<file path="src/rtl/core/pts_pkg.sv">
`default_nettype none

package pts_pkg;

	localparam int SLOT_W  = 4;
	localparam int PRIO_W  = 8;
	localparam int TICKS_W = 32;
	localparam int TOTAL_W = 64;

	typedef enum logic [1:0] {
		CMD_TICK   = 2'd0,
		CMD_YIELD  = 2'd1,
		CMD_SLEEP  = 2'd2,
		CMD_CREATE = 2'd3
	} cmd_t;

	typedef enum logic [1:0] {
		TS_UNUSED   = 2'd0,
		TS_RUNNABLE = 2'd1,
		TS_SLEEPING = 2'd2
	} task_status_t;

	typedef enum logic [1:0] {
		S_IDLE,
		S_SCAN,
		S_DRAIN,
		S_FINISH
	} fsm_state_t;

	typedef struct packed {
		cmd_t                cmd;
		logic [PRIO_W-1:0]   priority_req;
		logic [TICKS_W-1:0]  sleep_len;
	} req_t;

	typedef struct packed {
		logic [SLOT_W-1:0]   created_slot;
		logic                create_ok;
		logic                switched;
		logic [SLOT_W-1:0]   previous_task;
		logic [SLOT_W-1:0]   current_task_out;
		logic [TOTAL_W-1:0]  tick_total;
	} rsp_t;

	typedef struct packed {
		task_status_t        status;
		logic [PRIO_W-1:0]   prio;
		logic [TICKS_W-1:0]  sleep;
	} task_ent_t;

	typedef struct packed {
		logic start;
		logic issue;
		logic finish;
	} ctl_cmd_t;

	typedef struct packed {
		logic last_addr;
	} ctl_sts_t;

endpackage

`default_nettype wire

</file>
<file path="src/rtl/core/pts_stream_if.sv">
`default_nettype none

interface pts_stream_if #(
	parameter type payload_t = logic
) ();
	logic     valid;
	logic     ready;
	payload_t data;

	modport source (output valid, output data, input ready);
	modport sink (input valid, input data, output ready);
endinterface

`default_nettype wire

</file>
<file path="src/rtl/core/priority_task_scheduler.sv">
// Priority task scheduler over NUM_TASKS slots.
// req carries one command transaction (tick, yield, sleep, create) with its
// priority and sleep count; rsp returns one result transaction per command:
// the created slot, the previous and new current task, a switch flag and the
// running tick total.
// Each command walks the slot table once, one slot per cycle, through one
// read port and one write port of the task memory. A tick, yield or sleep
// visits all NUM_TASKS slots starting after the current one; a create visits
// slots 1 up. After acceptance the command scans the table, drains the last
// read and loads the result into the output register; a new command is
// accepted the cycle after the result is loaded.
// The result sits in an output register: req is accepted while it waits. If
// rsp stalls, the next command walks the table and then holds until the
// register frees.
// Reset makes slot 0 the runnable current task, all other slots unused, and
// clears the tick count; it takes effect at once with no clearing pass.
`default_nettype none

module priority_task_scheduler #(
	parameter int NUM_TASKS = 16
) (
	input  wire logic    clk,
	input  wire logic    arst_n,
	pts_stream_if.sink   req,
	pts_stream_if.source rsp
);

	pts_pkg::ctl_cmd_t ctl;
	pts_pkg::ctl_sts_t sts;
	pts_pkg::rsp_t     rsp_data;

	pts_ctrl u_ctrl (
		.clk       (clk),
		.arst_n    (arst_n),
		.req_valid (req.valid),
		.req_ready (req.ready),
		.rsp_valid (rsp.valid),
		.rsp_ready (rsp.ready),
		.sts       (sts),
		.ctl       (ctl)
	);

	pts_datapath #(
		.NUM_TASKS (NUM_TASKS)
	) u_datapath (
		.clk      (clk),
		.arst_n   (arst_n),
		.ctl      (ctl),
		.sts      (sts),
		.req_data (req.data),
		.rsp_data (rsp_data)
	);

	assign rsp.data = rsp_data;

endmodule

`default_nettype wire

</file>
<file path="src/rtl/core/pts_datapath.sv">
`default_nettype none

module pts_datapath #(
	parameter int NUM_TASKS = 16
) (
	input  wire logic              clk,
	input  wire logic              arst_n,
	input  wire pts_pkg::ctl_cmd_t ctl,
	output pts_pkg::ctl_sts_t      sts,
	input  wire pts_pkg::req_t     req_data,
	output pts_pkg::rsp_t          rsp_data
);

	localparam int IW = $clog2(NUM_TASKS);

	function automatic logic [IW-1:0] wrap_inc(input logic [IW-1:0] v);
		logic [IW-1:0] r;
		if (v == IW'(NUM_TASKS - 1)) begin
			r = '0;
		end else begin
			r = v + 1'b1;
		end
		return r;
	endfunction

	pts_pkg::task_ent_t          mem_q [NUM_TASKS];
	logic [NUM_TASKS-1:0]        ent_vld_q;

	pts_pkg::cmd_t               op_q;
	logic [pts_pkg::PRIO_W-1:0]  prio_q;
	logic [pts_pkg::TICKS_W-1:0] ticks_q;
	logic [IW-1:0]               addr_q;
	logic [IW-1:0]               cnt_q;
	logic [IW-1:0]               cur_q;
	logic [pts_pkg::TOTAL_W-1:0] tick_q;

	logic                        vld_s1;
	logic [IW-1:0]               idx_s1;
	pts_pkg::task_ent_t          rd_ent_s1;
	logic                        rd_hit_s1;

	logic                        best_vld_q;
	logic [pts_pkg::PRIO_W-1:0]  best_prio_q;
	logic [IW-1:0]               pick_q;
	logic                        found_q;
	logic [IW-1:0]               created_q;

	pts_pkg::rsp_t               rsp_q;

	pts_pkg::task_ent_t          old_ent;
	pts_pkg::task_ent_t          new_ent;
	logic                        take_create;
	logic                        take_sched;
	logic [IW-1:0]               cur_nxt;
	logic [pts_pkg::TOTAL_W-1:0] tick_nxt;

	assign sts.last_addr = (cnt_q == '0);
	assign rsp_data      = rsp_q;

	always_comb begin
		if (rd_hit_s1) begin
			old_ent = rd_ent_s1;
		end else begin
			old_ent.status = (idx_s1 == '0) ? pts_pkg::TS_RUNNABLE : pts_pkg::TS_UNUSED;
			old_ent.prio   = '0;
			old_ent.sleep  = '0;
		end
	end

	always_comb begin
		new_ent     = old_ent;
		take_create = 1'b0;
		unique case (op_q)
			pts_pkg::CMD_TICK: begin
				if (old_ent.status == pts_pkg::TS_SLEEPING) begin
					if (old_ent.sleep != '0) begin
						new_ent.sleep = old_ent.sleep - 32'd1;
					end else begin
						new_ent.status = pts_pkg::TS_RUNNABLE;
					end
				end
			end
			pts_pkg::CMD_YIELD: begin
			end
			pts_pkg::CMD_SLEEP: begin
				if (idx_s1 == cur_q) begin
					new_ent.sleep  = ticks_q;
					new_ent.status = pts_pkg::TS_SLEEPING;
				end
			end
			pts_pkg::CMD_CREATE: begin
				if (old_ent.status == pts_pkg::TS_UNUSED && !found_q) begin
					new_ent.status = pts_pkg::TS_RUNNABLE;
					new_ent.prio   = prio_q;
					take_create    = 1'b1;
				end
			end
			default: begin
			end
		endcase
		take_sched = (op_q != pts_pkg::CMD_CREATE) && (new_ent.status == pts_pkg::TS_RUNNABLE)
			&& (!best_vld_q || new_ent.prio > best_prio_q);
	end

	always_comb begin
		cur_nxt  = (op_q != pts_pkg::CMD_CREATE && best_vld_q) ? pick_q : cur_q;
		tick_nxt = (op_q == pts_pkg::CMD_TICK) ? tick_q + 64'd1 : tick_q;
	end

	always_ff @(posedge clk) begin
		if (vld_s1) begin
			mem_q[idx_s1] <= new_ent;
		end
		if (ctl.issue) begin
			rd_ent_s1 <= mem_q[addr_q];
			rd_hit_s1 <= ent_vld_q[addr_q];
			idx_s1    <= addr_q;
		end
	end

	always_ff @(posedge clk or negedge arst_n) begin
		if (!arst_n) begin
			ent_vld_q <= '0;
			vld_s1    <= 1'b0;
			cur_q     <= '0;
			tick_q    <= '0;
		end else begin
			vld_s1 <= ctl.issue;
			if (vld_s1) begin
				ent_vld_q[idx_s1] <= 1'b1;
			end
			if (ctl.finish) begin
				cur_q  <= cur_nxt;
				tick_q <= tick_nxt;
			end
		end
	end

	always_ff @(posedge clk) begin
		if (ctl.start) begin
			op_q       <= req_data.cmd;
			prio_q     <= req_data.priority_req;
			ticks_q    <= req_data.sleep_len;
			best_vld_q <= 1'b0;
			best_prio_q <= '0;
			pick_q     <= '0;
			found_q    <= 1'b0;
			created_q  <= '0;
			if (req_data.cmd == pts_pkg::CMD_CREATE) begin
				addr_q <= IW'(1);
				cnt_q  <= IW'(NUM_TASKS - 2);
			end else begin
				addr_q <= wrap_inc(cur_q);
				cnt_q  <= IW'(NUM_TASKS - 1);
			end
		end else begin
			if (ctl.issue) begin
				addr_q <= wrap_inc(addr_q);
				cnt_q  <= cnt_q - 1'b1;
			end
			if (vld_s1 && take_create) begin
				found_q   <= 1'b1;
				created_q <= idx_s1;
			end
			if (vld_s1 && take_sched) begin
				best_vld_q  <= 1'b1;
				best_prio_q <= new_ent.prio;
				pick_q      <= idx_s1;
			end
		end
		if (ctl.finish) begin
			rsp_q.created_slot     <= pts_pkg::SLOT_W'(created_q);
			rsp_q.create_ok        <= found_q;
			rsp_q.switched         <= (cur_nxt != cur_q);
			rsp_q.previous_task    <= pts_pkg::SLOT_W'(cur_q);
			rsp_q.current_task_out <= pts_pkg::SLOT_W'(cur_nxt);
			rsp_q.tick_total       <= tick_nxt;
		end
	end

endmodule

`default_nettype wire

</file>
<file path="src/rtl/core/pts_ctrl.sv">
`default_nettype none

module pts_ctrl (
	input  wire logic              clk,
	input  wire logic              arst_n,
	input  wire logic              req_valid,
	output logic                   req_ready,
	output logic                   rsp_valid,
	input  wire logic              rsp_ready,
	input  wire pts_pkg::ctl_sts_t sts,
	output pts_pkg::ctl_cmd_t      ctl
);

	pts_pkg::fsm_state_t state_q;
	pts_pkg::fsm_state_t state_nxt;
	logic                out_vld_q;
	logic                out_free;

	assign out_free  = !out_vld_q || rsp_ready;
	assign rsp_valid = out_vld_q;

	always_comb begin
		state_nxt = state_q;
		unique case (state_q)
			pts_pkg::S_IDLE: begin
				if (req_valid) begin
					state_nxt = pts_pkg::S_SCAN;
				end
			end
			pts_pkg::S_SCAN: begin
				if (sts.last_addr) begin
					state_nxt = pts_pkg::S_DRAIN;
				end
			end
			pts_pkg::S_DRAIN: begin
				state_nxt = pts_pkg::S_FINISH;
			end
			pts_pkg::S_FINISH: begin
				if (out_free) begin
					state_nxt = pts_pkg::S_IDLE;
				end
			end
			default: begin
				state_nxt = pts_pkg::S_IDLE;
			end
		endcase
	end

	always_comb begin
		req_ready  = (state_q == pts_pkg::S_IDLE);
		ctl.start  = (state_q == pts_pkg::S_IDLE) && req_valid;
		ctl.issue  = (state_q == pts_pkg::S_SCAN);
		ctl.finish = (state_q == pts_pkg::S_FINISH) && out_free;
	end

	always_ff @(posedge clk or negedge arst_n) begin
		if (!arst_n) begin
			state_q   <= pts_pkg::S_IDLE;
			out_vld_q <= 1'b0;
		end else begin
			state_q <= state_nxt;
			if (ctl.finish) begin
				out_vld_q <= 1'b1;
			end else if (rsp_ready) begin
				out_vld_q <= 1'b0;
			end
		end
	end

endmodule

`default_nettype wire

</file>
<file path="src/flat_wrapper.sv">
// flat-port wrapper written by rule: the top's interface ports become plain ports
module priority_task_scheduler_flat 
#(
	parameter int NUM_TASKS = 16
)
  (clk, arst_n, req_valid, req_data, req_ready, rsp_valid, rsp_data, rsp_ready);
  pts_stream_if req_i ();
  pts_stream_if rsp_i ();
  input  wire logic clk;
  input  wire logic arst_n;
  input wire logic [$bits(req_i.valid)-1:0] req_valid;
  input wire logic [$bits(req_i.data)-1:0] req_data;
  output wire logic [$bits(req_i.ready)-1:0] req_ready;
  output wire logic [$bits(rsp_i.valid)-1:0] rsp_valid;
  output wire logic [$bits(rsp_i.data)-1:0] rsp_data;
  input wire logic [$bits(rsp_i.ready)-1:0] rsp_ready;
  assign req_i.valid = req_valid;
  assign req_i.data = req_data;
  assign req_ready = req_i.ready;
  assign rsp_valid = rsp_i.valid;
  assign rsp_data = rsp_i.data;
  assign rsp_i.ready = rsp_ready;
  priority_task_scheduler #(.NUM_TASKS(NUM_TASKS)) u_core (.clk(clk), .arst_n(arst_n), .req(req_i), .rsp(rsp_i));
endmodule
</file>
<file path="config.mk">
export PLATFORM = sky130hd
export DESIGN_NAME = priority_task_scheduler_flat
export DESIGN_NICKNAME = d
export VERILOG_FILES = /design/src/rtl/core/pts_pkg.sv /design/src/rtl/core/pts_stream_if.sv /design/src/rtl/core/priority_task_scheduler.sv /design/src/rtl/core/pts_datapath.sv /design/src/rtl/core/pts_ctrl.sv /design/src/flat_wrapper.sv
export SDC_FILE = /design/constraint.sdc
export NUM_CORES = 1
export LEC_CHECK = 0
export BUFFER_PORTS_ARGS = -buffer_cell sky130_fd_sc_hd__buf_2
export CORE_AREA = 2 2 39 41
export DETAILED_ROUTE_END_ITERATION = 12
export DIE_AREA = 0 0 41 43
export PLACE_DENSITY = 0.58
export SYNTH_ARGS = -nofsm -noshare
export SYNTH_HDL_FRONTEND = slang
export SYNTH_SLANG_ARGS = --single-unit
</file>
<file path="constraint.sdc">
create_clock -name clk -period 4.25 [get_ports clk]
set_clock_uncertainty 0.15 [all_clocks]
set_input_delay 0.2125 -clock clk [delete_from_list [all_inputs] [get_ports clk]]
set_output_delay 0.2125 -clock clk [all_outputs]
set_load 0.02 [all_outputs]
</file>
==> reports/metrics.cfg, run 1 <==
[power_and_ir_drop]
power.share.sequential_pct = 38.4
p_sw_share_pct = 37.6
p_switching_uw = 153
p_per_area_nw_per_um2 = 741
combPwrFrac_pct = 45.8
p_int_uw = 255
p_total_uw = 408
ir_drop_v = 0.000320
clkPwrFrac_pct = 15.8
power.leakage_uw = 0.000270

[critical_path]
path_class = reg -> reg
critPathRequiredTime_ps = 4240
r2r-end = u_core.u_ctrl.state_q[1]$_DFFE_PN0P_
cp_max_fo = 3
path_cells = inv_1 -> ha_1 -> or3b_4 -> a221oi_4 -> mux2_1
max_stage_delay_ps = 400
cp-start-kind = flip-flop
worstReg2RegStart = u_core.u_datapath.cnt_q[0]$_SDFFE_PP1N_
end_kind = flip-flop
r2r_cells = 5
cp_slowest_cell = or3b_4
arrival_ps = 1810
rrSetupSlack_ps = 2430

[cts]
post_cts_buffers = 0
clk_pin_slew_ps = 60
cts_sinks = 9
cts_buffers = 3
cts_resized = 0
clockBufferDepth = 2
htreeDepth = 1
cts-root-buf = clkbuf_4
clkLatencyLatePin_ps = 250
cts_tree = built
ctsHoldBuffers = 1

[timing]
finalSetupViolations = 0
tns_ps = 0
maxSlewHeadroom_pct = 74.3
timing.fmax_ghz = 0.548
finalCritPeriodShare_pct = 42.9
hold_viol = 0
slew_viol_final = 0
fin_crit_ps = 1820
rsz0062_at_grt = false
tightest_slew_ps = 381

[synthesis]
ys_ff_latch = 9
syn_inst = 44
synth_area_per_cell_um2 = 10.7
netlist_top_cells_area = dfrtp_1, dfxtp_1, ha_1
synth_area_um2 = 469
synth_seq_area_share_pct = 44.8
syn-num-nets = 54
yosys_warnings = 0
synth_top_area_share_pct = 21.3
yosysTopAreaCell = dfrtp_1
synth.distinct_cells = 20

[floorplan]
die_y_um = 43
std_cell_rows = 14
die_area_um2 = 1760
coreArea_um2 = 1380
die_w_um = 41
io_pins = 8
initial_core_util_pct = 33.9

[hold_path]
min_path_type = in -> reg
min_to = u_core.u_ctrl.rsp_valid$_DFFE_PN0P_
min_path_cells = 3
hold_path.startpoint = rsp_ready

[final_layout]
multiInputGateArea_um2 = 231
seqCellArea_um2 = 210
final_cell_mix = inv_1, buf_2, nand2_1, ha_1
utilization_pct = 39.8
drive_gt1_share_pct = 20.4
diodes = 0
fin_nets = 65
area_delta_synth_final_pct = 17.3
fin_area_um2 = 551
fillers = 144

[route]
routedWlPerCell_um = 9.64
drt-vias-per-instance = 4.50
routed_wl_um = 675
vias = 315
drtIter0Drc = 4
ant_nets = 0
first_pass_iters = 2
drcViolationCount = 0

[place]
portBuffers = 6
place_area_um2 = 514
hpwlAfterDp_um = 532
gp_congestion = 0.617

[global_routing]
grt_util_met3_pct = 3.14
use_met2_pct = 14.1
grt_use_total_pct = 10.7
use_met1_pct = 14.1
grt_pass1_wl_mm = 1.24
grt-busiest-layer = met1
grt_max_degree = 9
grt_pass1_vias = 311
antenna_found_initial = 0
overflow = 0

[status]
status = completed

[flow_run]
maxCapViolations = 0

per-stage QoR:
step | hold slack (ps) | cells | setup WS (ps)
after floorplan | -233 | 44 | 2500
after global placement | -128 | 65 | 2420
after detailed placement | -127 | 65 | 2420
after CTS | 79.2 | 70 | 2410
after global routing | 93.9 | 70 | 2330
final | 87.7 | 70 | 2430
power groups by stage:
| stage | clock (µW) | sequential (µW) | combinational (µW) |
|---|---|---|---|
| 6_report | 64.4 | 157 | 187 |
| 5_1_grt | 72.4 | 162 | 216 |
| 4_1_cts | 66.7 | 157 | 191 |
| 3_5_place_dp | 0 | 159 | 190 |
| 3_3_place_gp | 0 | 158 | 184 |
| 2_1_floorplan | 0 | 163 | 144 |
worst max-delay path, delay by kind of cell (launching register included):
| kind | cells | cell delay (ps) |
|---|---|---|
| AO/OA/AOI/OAI | 1 | 250 |
| flip-flops | 1 | 330 |
| buffers and inverters | 1 | 60 |
| AND/OR/NAND/NOR | 1 | 400 |
| adder cells (fa/ha/maj) | 1 | 170 |
| multiplexers | 1 | 340 |
sequential cells by signal, summed over array words and instances (netlist names):
name and cells:
u_core.u_datapath.cnt_q 4, u_core.u_ctrl.state_q 2, u_core.u_ctrl.rsp_valid 1, u_core.u_datapath.rsp_data 1, u_core.u_datapath.tick_q 1
logic make-up after synthesis:
family	Yosys count	synth area share, %
multiplexers	1	2.40
flip-flops	9	44.8
adder cells (fa/ha/maj)	5	13.3
AND/OR/NAND/NOR	13	16.3
XOR/XNOR	3	5.60
buffers and inverters	7	5.87
AO/OA/AOI/OAI	6	11.7
cells in the mapped netlist, drive strengths merged:
library cell	n
xnor2	3
dfrtp	4
o21ai	2
a21oi	2
and3	1
and3b	1
or3b	1
edfxtp	1
nand2	5
nand2b	2
nor4b	1
a221oi	1
a2bb2oi	1
mux2	1
inv	6
buf	1
nor2	1
and2	1
ha	5
dfxtp	4
metal layers:
layer,share of wire (%),wire length (µm),vias to the layer above
li1,-,-,166
met1,49,332,143
met2,48,324,4
met3,2.1,14,2
met4,0.74,5,0
met5,0,0,-
how the worst max path moves through the flow:
stage / from / endpoint / slack [ps]
finish: u_core.u_datapath.cnt_q[0]$_SDFFE_PP1N_ / u_core.u_ctrl.state_q[1]$_DFFE_PN0P_ / 2430
global placement: u_core.u_datapath.cnt_q[0]$_SDFFE_PP1N_ / u_core.u_ctrl.state_q[1]$_DFFE_PN0P_ / 2420
CTS: u_core.u_datapath.cnt_q[0]$_SDFFE_PP1N_ / u_core.u_ctrl.state_q[1]$_DFFE_PN0P_ / 2410
floorplan: u_core.u_datapath.cnt_q[0]$_SDFFE_PP1N_ / u_core.u_ctrl.state_q[1]$_DFFE_PN0P_ / 2500
detailed placement: u_core.u_datapath.cnt_q[0]$_SDFFE_PP1N_ / u_core.u_ctrl.state_q[1]$_DFFE_PN0P_ / 2420
global route: u_core.u_datapath.cnt_q[0]$_SDFFE_PP1N_ / u_core.u_ctrl.state_q[1]$_DFFE_PN0P_ / 2330
cell type report:
type                            count  share of cell area [%]
Sequential cell                     9                    38.2
Timing Repair Buffer                7                    7.27
Multi-Input combinational cell     28                    42.0
Tap cell                           16                    3.64
Inverter                            6                    4.09
Clock buffer                        4                    4.77
Note: power is estimated with default switching activity, not from simulation.
==> inputs of run 2 (changes only) <==
PLACE_DENSITY = 0.6   (was 0.58)
clock period = 1.65 ns   (was 4.25 ns; I/O delays follow)
==> run 2 against run 1 <==
Net effect:
- non-clock buffer count rose by 9
- the flow now finishes with violations (negative setup slack)
- final area rose by 18%
- critical endpoint unchanged
- worst setup slack got worse by 2500 ps
- largest cell class unchanged
- hold slack got worse by 81 ps
==> reports/metrics.cfg, run 2 (synthesized netlist as in run 1, its figures left out) <==
[timing]
timing.fmax_ghz = 0.578  ; +5.4%
maxSlewHeadroom_pct = 82.4  ; +8.2 points
hold_viol = 0  ; unchanged
finalCritPeriodShare_pct = 105  ; +62 points
slew_viol_final = 0  ; unchanged
tns_ps = -81.4  ; -81.4 ps
tightest_slew_ps = 263  ; -118 ps
finalWorstSetupSlack_ps = -81.4  ; -2510 ps
rsz0062_at_grt = true
holdWs_ps = 6.53  ; -81.2 ps
fin_crit_ps = 1730  ; -92.7 ps
finalSetupViolations = 1  ; +1

[critical_path]
path_cells = inv_2 -> ha_4 -> or3b_4 -> a221oi_4 -> mux2_4
cp_max_fo = 2  ; -1
critPathRequiredTime_ps = 1640  ; -2600 ps
arrival_ps = 1720  ; -90 ps
path_class = reg -> reg
max_stage_delay_ps = 380  ; -20 ps
end_kind = flip-flop
rrSetupSlack_ps = -80  ; -2510 ps
cp_slowest_cell = or3b_4
cp-start-kind = flip-flop

[status]
violations = negative setup slack
status = complete, but fails checks

[power_and_ir_drop]
p_per_area_nw_per_um2 = 1910  ; +160%
power.leakage_uw = 0.000313  ; +16%
ir_drop_v = 0.000785  ; +150%

[cts]
cts_sinks = 9  ; unchanged
cts_tree = built
post_cts_buffers = 0  ; unchanged
cts_buffers = 3  ; unchanged
htreeDepth = 1  ; unchanged
cts-root-buf = clkbuf_4
clk_pin_slew_ps = 60  ; about the same
clkLatencyLatePin_ps = 260  ; about the same
clockBufferDepth = 2  ; unchanged

[global_routing]
grt_max_degree = 7  ; -2
grt_pass1_vias = 344  ; +11%
grt_pass1_wl_mm = 1.41  ; +13%
grt_use_total_pct = 12.1  ; +1.4 points
antenna_found_initial = 0  ; unchanged
overflow = 0  ; unchanged

[final_layout]
final_cell_mix = buf_4, buf_2, nand2_1
layout_commonest_cell = buf_4
fin_nets = 74  ; +14%
diodes = 0  ; unchanged
drive_gt1_share_pct = 39.7  ; +19 points
fin_area_um2 = 648  ; +18%
fillers = 133  ; -7.6%
utilization_pct = 46.8  ; +7.1 points
largest_reg_flops = 4  ; unchanged
top_register = u_core.u_datapath.cnt_q
reg_top3 = u_core.u_datapath.cnt_q: 4 flops, u_core.u_ctrl.state_q: 2 flops
area_delta_synth_final_pct = 38.1

[place]
place_area_um2 = 586  ; +14%
gp_congestion = 0.719  ; +17%
portBuffers = 6  ; unchanged
hpwlAfterDp_um = 581  ; +9.1%

[route]
vias = 356  ; +13%
drt-vias-per-instance = 4.51  ; +0.14%
routed_wl_um = 767  ; +14%
routedWlPerCell_um = 9.71  ; +0.68%
drcViolationCount = 0  ; unchanged
ant_nets = 0  ; unchanged
first_pass_iters = 4  ; +2
drtIter0Drc = 3  ; -1

[floorplan]
coreArea_um2 = 1380  ; unchanged
initial_core_util_pct = 33.9  ; unchanged
die_w_um = 41  ; unchanged
io_pins = 8  ; unchanged
die_area_um2 = 1760  ; unchanged
die_y_um = 43  ; unchanged
std_cell_rows = 14  ; unchanged

[hold_path]
min_path_type = in -> async

[flow_run]
maxCapViolations = 0  ; unchanged

run 2: cell types whose count changed in the layout (fill, tap and decap cells not counted), moves of 2 or more:
cell	before	now
dfxtp_2	0	2
inv_2	0	2
dlygate4sd3_1	1	3
dfxtp_1	4	2
buf_4	0	7
inv_1	6	4
run 2: final timing paths:
kind                                                              start  cells after the start                                       to
min in group clk                u_core.u_datapath.cnt_q[3]$_SDFFE_PP1N_                      2  u_core.u_datapath.cnt_q[3]$_SDFFE_PP1N_
worst max-delay path            u_core.u_datapath.cnt_q[1]$_SDFFE_PP1N_                      5     u_core.u_ctrl.state_q[1]$_DFFE_PN0P_
max in group asynchronous                                        arst_n                      2     u_core.u_ctrl.state_q[0]$_DFFE_PN0P_
worst min-delay path                                             arst_n                      2      u_core.u_ctrl.rsp_valid$_DFFE_PN0P_
worst max register to register  u_core.u_datapath.cnt_q[1]$_SDFFE_PP1N_                      5     u_core.u_ctrl.state_q[1]$_DFFE_PN0P_
worst min register to register  u_core.u_datapath.cnt_q[3]$_SDFFE_PP1N_                      2  u_core.u_datapath.cnt_q[3]$_SDFFE_PP1N_
run 2: what timing repair did:
| item | in CTS | in global routing |
|---|---|---|
| endpoints found under the setup margin | 1 | 2 |
| hold buffers | 3 | 0 |
| gates cloned | 0 | 0 |
| endpoints found under the hold margin | 8 | 0 |
| pin swaps | 1 | 0 |
| resized for setup | 0 | 1 |
run 2: critical path, delay by kind of cell, from the launching register on:
family	cells	cell delay (ps)
AOI/OAI and AO/OA	1	260
muxes	1	320
DFF	1	320
and+or+nand+nor	1	380
buffers and inverters	1	60
adders and majority gates	1	120
run 2: report_power, final:
part,internal (µW),switching [µW],total (µW)
clock,93.1,76.6,170
combinational,358,307,666
sequential,337,63.4,401
total,789,447,1240
run 2: through the flow:
stage          setup WS [ps]  total power, µW  instances
2_1_floorplan          -82.7              844         44
3_3_place_gp           -88.2             1050         72
3_5_place_dp           -96.8             1050         72
4_1_cts                -87.4             1240         79
5_1_grt                 -136             1360         79
6_report               -81.4             1240         79
run 2: metal layers:
| metal | vias to the layer above | global-route usage [%] | wire (µm) |
|---|---|---|---|
| met5 | - | 0 | 0 |
| met4 | 0 | 8.00 | 6 |
| met1 | 164 | 17.1 | 388 |
| met3 | 2 | 3.14 | 26 |
| li1 | 182 | - | - |
| met2 | 8 | 15.6 | 345 |
run 2: cell type report:
class,instances,area [µm²],share of cell area [%]
multi-input combinational,28,254,39.2
sequential,9,213,32.8
timing repair buffer,16,113,17.4
clock buffer,4,26.3,4.05
inverter,6,22.5,3.47
tap,16,20.0,3.09
==> inputs of run 3 (changes only) <==
PLACE_DENSITY = 0.58   (was 0.6)
clock period = 2.23 ns   (was 1.65 ns; I/O delays follow)
==> run 3 against run 2 <==
Net effect:
- the flow now finishes without violations
- first-iteration DRC count rose to 3.0 times the previous value
- hold slack better by 32 ps
- final area down 12%
- core utilization down 5.6 points
- via count down 11%
- critical path depth unchanged
- combinational power down 47%
- power down 37%
- wire length down 14%
- final cell count down 8.9%
- critical path type unchanged
- critical endpoint unchanged
- largest power group unchanged
==> reports/metrics.cfg, run 3 (synthesized netlist as in run 1, its figures left out) <==
[timing]
slew_viol_final = 0  ; unchanged
finalCritPeriodShare_pct = 81.7  ; -23 points
timing.fmax_ghz = 0.549  ; -5.0%
fin_crit_ps = 1820  ; +91.1 ps
tns_ps = 0  ; +81.4 ps
finalSetupViolations = 0  ; -1
tightest_slew_ps = 382  ; +119 ps
hold_viol = 0  ; unchanged
rsz0062_at_grt = false
holdWs_ps = 38.9  ; +32.3 ps
maxSlewHeadroom_pct = 74.2  ; -8.2 points

[power_and_ir_drop]
p_sw_share_pct = 37.1  ; +0.90 points
ir_drop_v = 0.000587  ; -25%
p_int_uw = 488  ; -38%
clkPwrFrac_pct = 15.8  ; +2.1 points
combPwrFrac_pct = 45.8  ; -8.0 points
p_switching_uw = 287  ; -36%
p_per_area_nw_per_um2 = 1360  ; -29%
power.leakage_uw = 0.000278  ; -11%
power.share.sequential_pct = 38.4  ; +6.0 points

[critical_path]
path_class = reg -> reg
arrival_ps = 1810  ; +90 ps
critPathRequiredTime_ps = 2220  ; +580 ps
cp-start-kind = flip-flop
cp_max_fo = 3  ; +1
end_kind = flip-flop

[place]
hpwlAfterDp_um = 512  ; -12%
place_area_um2 = 514  ; -12%
placed_cells = 65  ; -9.7%
portBuffers = 6  ; unchanged
gp_congestion = 0.615  ; -14%

[global_routing]
grt_pass1_vias = 311  ; -9.6%
overflow = 0  ; unchanged
grt-busiest-layer = met2
use_met2_pct = 14.7  ; -0.94 points
antenna_found_initial = 0  ; unchanged
grt_max_degree = 9  ; +2
grt_pass1_wl_mm = 1.17  ; -17%
use_met1_pct = 12.1  ; -5.0 points
grt_util_met3_pct = 3.14  ; unchanged
grt_use_total_pct = 10.3  ; -1.8 points

[final_layout]
fillers = 140  ; +5.3%
final_cells = 72  ; -8.9%
area_delta_synth_final_pct = 21.6
reg_top3 = u_core.u_datapath.cnt_q: 4 flops, u_core.u_ctrl.state_q: 2 flops
top_register = u_core.u_datapath.cnt_q
multiInputGateArea_um2 = 231  ; -8.9%
seqCellArea_um2 = 210  ; -1.2%
diodes = 0  ; unchanged
largest_reg_flops = 4  ; unchanged
fin_nets = 67  ; -9.5%
drive_gt1_share_pct = 19.6  ; -20 points
fin_area_um2 = 571  ; -12%
final_cell_mix = inv_1, buf_2, nand2_1, ha_1

[route]
vias = 318  ; -11%
drcViolationCount = 0  ; unchanged
drt-vias-per-instance = 4.42  ; -2.0%
routedWlPerCell_um = 9.21  ; -5.2%
ant_nets = 0  ; unchanged
routed_wl_um = 663  ; -14%
first_pass_iters = 6  ; +2
drtIter0Drc = 9  ; +6

[floorplan]
coreArea_um2 = 1380  ; unchanged
initial_core_util_pct = 33.9  ; unchanged
io_pins = 8  ; unchanged
die_area_um2 = 1760  ; unchanged
die_w_um = 41  ; unchanged
std_cell_rows = 14  ; unchanged
die_y_um = 43  ; unchanged

[cts]
cts_buffers = 3  ; unchanged
clockBufferDepth = 2  ; unchanged
cts_sinks = 9  ; unchanged
clk_pin_slew_ps = 60  ; about the same
cts-root-buf = clkbuf_4
cts_tree = built
post_cts_buffers = 0  ; unchanged
htreeDepth = 1  ; unchanged
clkLatencyLatePin_ps = 250  ; about the same

[hold_path]
min_path_type = in -> async

[status]
status = completed

[flow_run]
maxCapViolations = 0  ; unchanged

==> run 3: changes by cell type in the layout (fill, tap and decap cells not counted) <==
cell | before | now
buf_4 | 7 | 0
dfxtp_1 | 2 | 4
dfxtp_2 | 2 | 0
ha_1 | 4 | 5
ha_4 | 1 | 0
inv_1 | 4 | 6
inv_2 | 2 | 0
mux2_1 | 0 | 1
mux2_4 | 1 | 0
nor4b_1 | 0 | 1
nor4b_2 | 1 | 0
==> run 3: path summary, 6_finish.rpt <==
check | startpoint | to | slack, ps | depth (start not counted)
max | u_core.u_datapath.cnt_q[0]$_SDFFE_PP1N_ | u_core.u_ctrl.state_q[1]$_DFFE_PN0P_ | 410 | 5
min | arst_n | u_core.u_ctrl.state_q[1]$_DFFE_PN0P_ | 40 | 2
max reg2reg | u_core.u_datapath.cnt_q[0]$_SDFFE_PP1N_ | u_core.u_ctrl.state_q[1]$_DFFE_PN0P_ | 410 | 5
min reg2reg | u_core.u_datapath.cnt_q[3]$_SDFFE_PP1N_ | u_core.u_datapath.cnt_q[3]$_SDFFE_PP1N_ | 360 | 2
max in group asynchronous | arst_n | u_core.u_datapath.tick_q[0]$_DFFE_PN0P_ | 1770 | 2
min in group clk | u_core.u_datapath.cnt_q[3]$_SDFFE_PP1N_ | u_core.u_datapath.cnt_q[3]$_SDFFE_PP1N_ | 360 | 2
==> run 3: power by group through the flow <==
stage | combinational, µW | clock [µW] | sequential [µW]
CTS | 364 | 129 | 298
detailed placement | 357 | 0 | 301
global placement | 350 | 0 | 300
floorplan | 275 | 0 | 311
global route | 407 | 135 | 310
finish | 355 | 122 | 297
==> run 3: layout make-up <==
type                    instances  area share (%)
multi-input cells              28            40.6
flip-flops and latches          9            36.8
repair buffers                  9            10.5
clock buffers                   4            4.61
inverters                       6            3.95
well taps                      16            3.51
==> run 3: worst max-delay path: stages, from the launching register on <==
cell and delay (ps):
dfxtp_1 330, inv_1 60, ha_1 170, or3b_4 400, a221oi_4 250, mux2_1 340
==> run 3: timing repair <==
item | 4_1_cts | 5_1_grt
endpoints found under the hold margin | 8 | 0
hold buffers | 3 | 0
resized for setup | 0 | 0
==> run 3: through the flow <==
stage                     utilization [%]  setup WS, ps  total power (µW)
after floorplan                         -           483               586
after global placement               37.2           398               650
after detailed placement             37.2           397               659
after CTS                            41.2           386               791
after global routing                 41.2           311               852
final                                41.2           407               775
==> run 3: layer usage <==
metal,part of all wire (%),up-vias
met5,0,-
met4,0.75,0
met3,2.6,2
met2,47,4
met1,49,146
li1,-,166
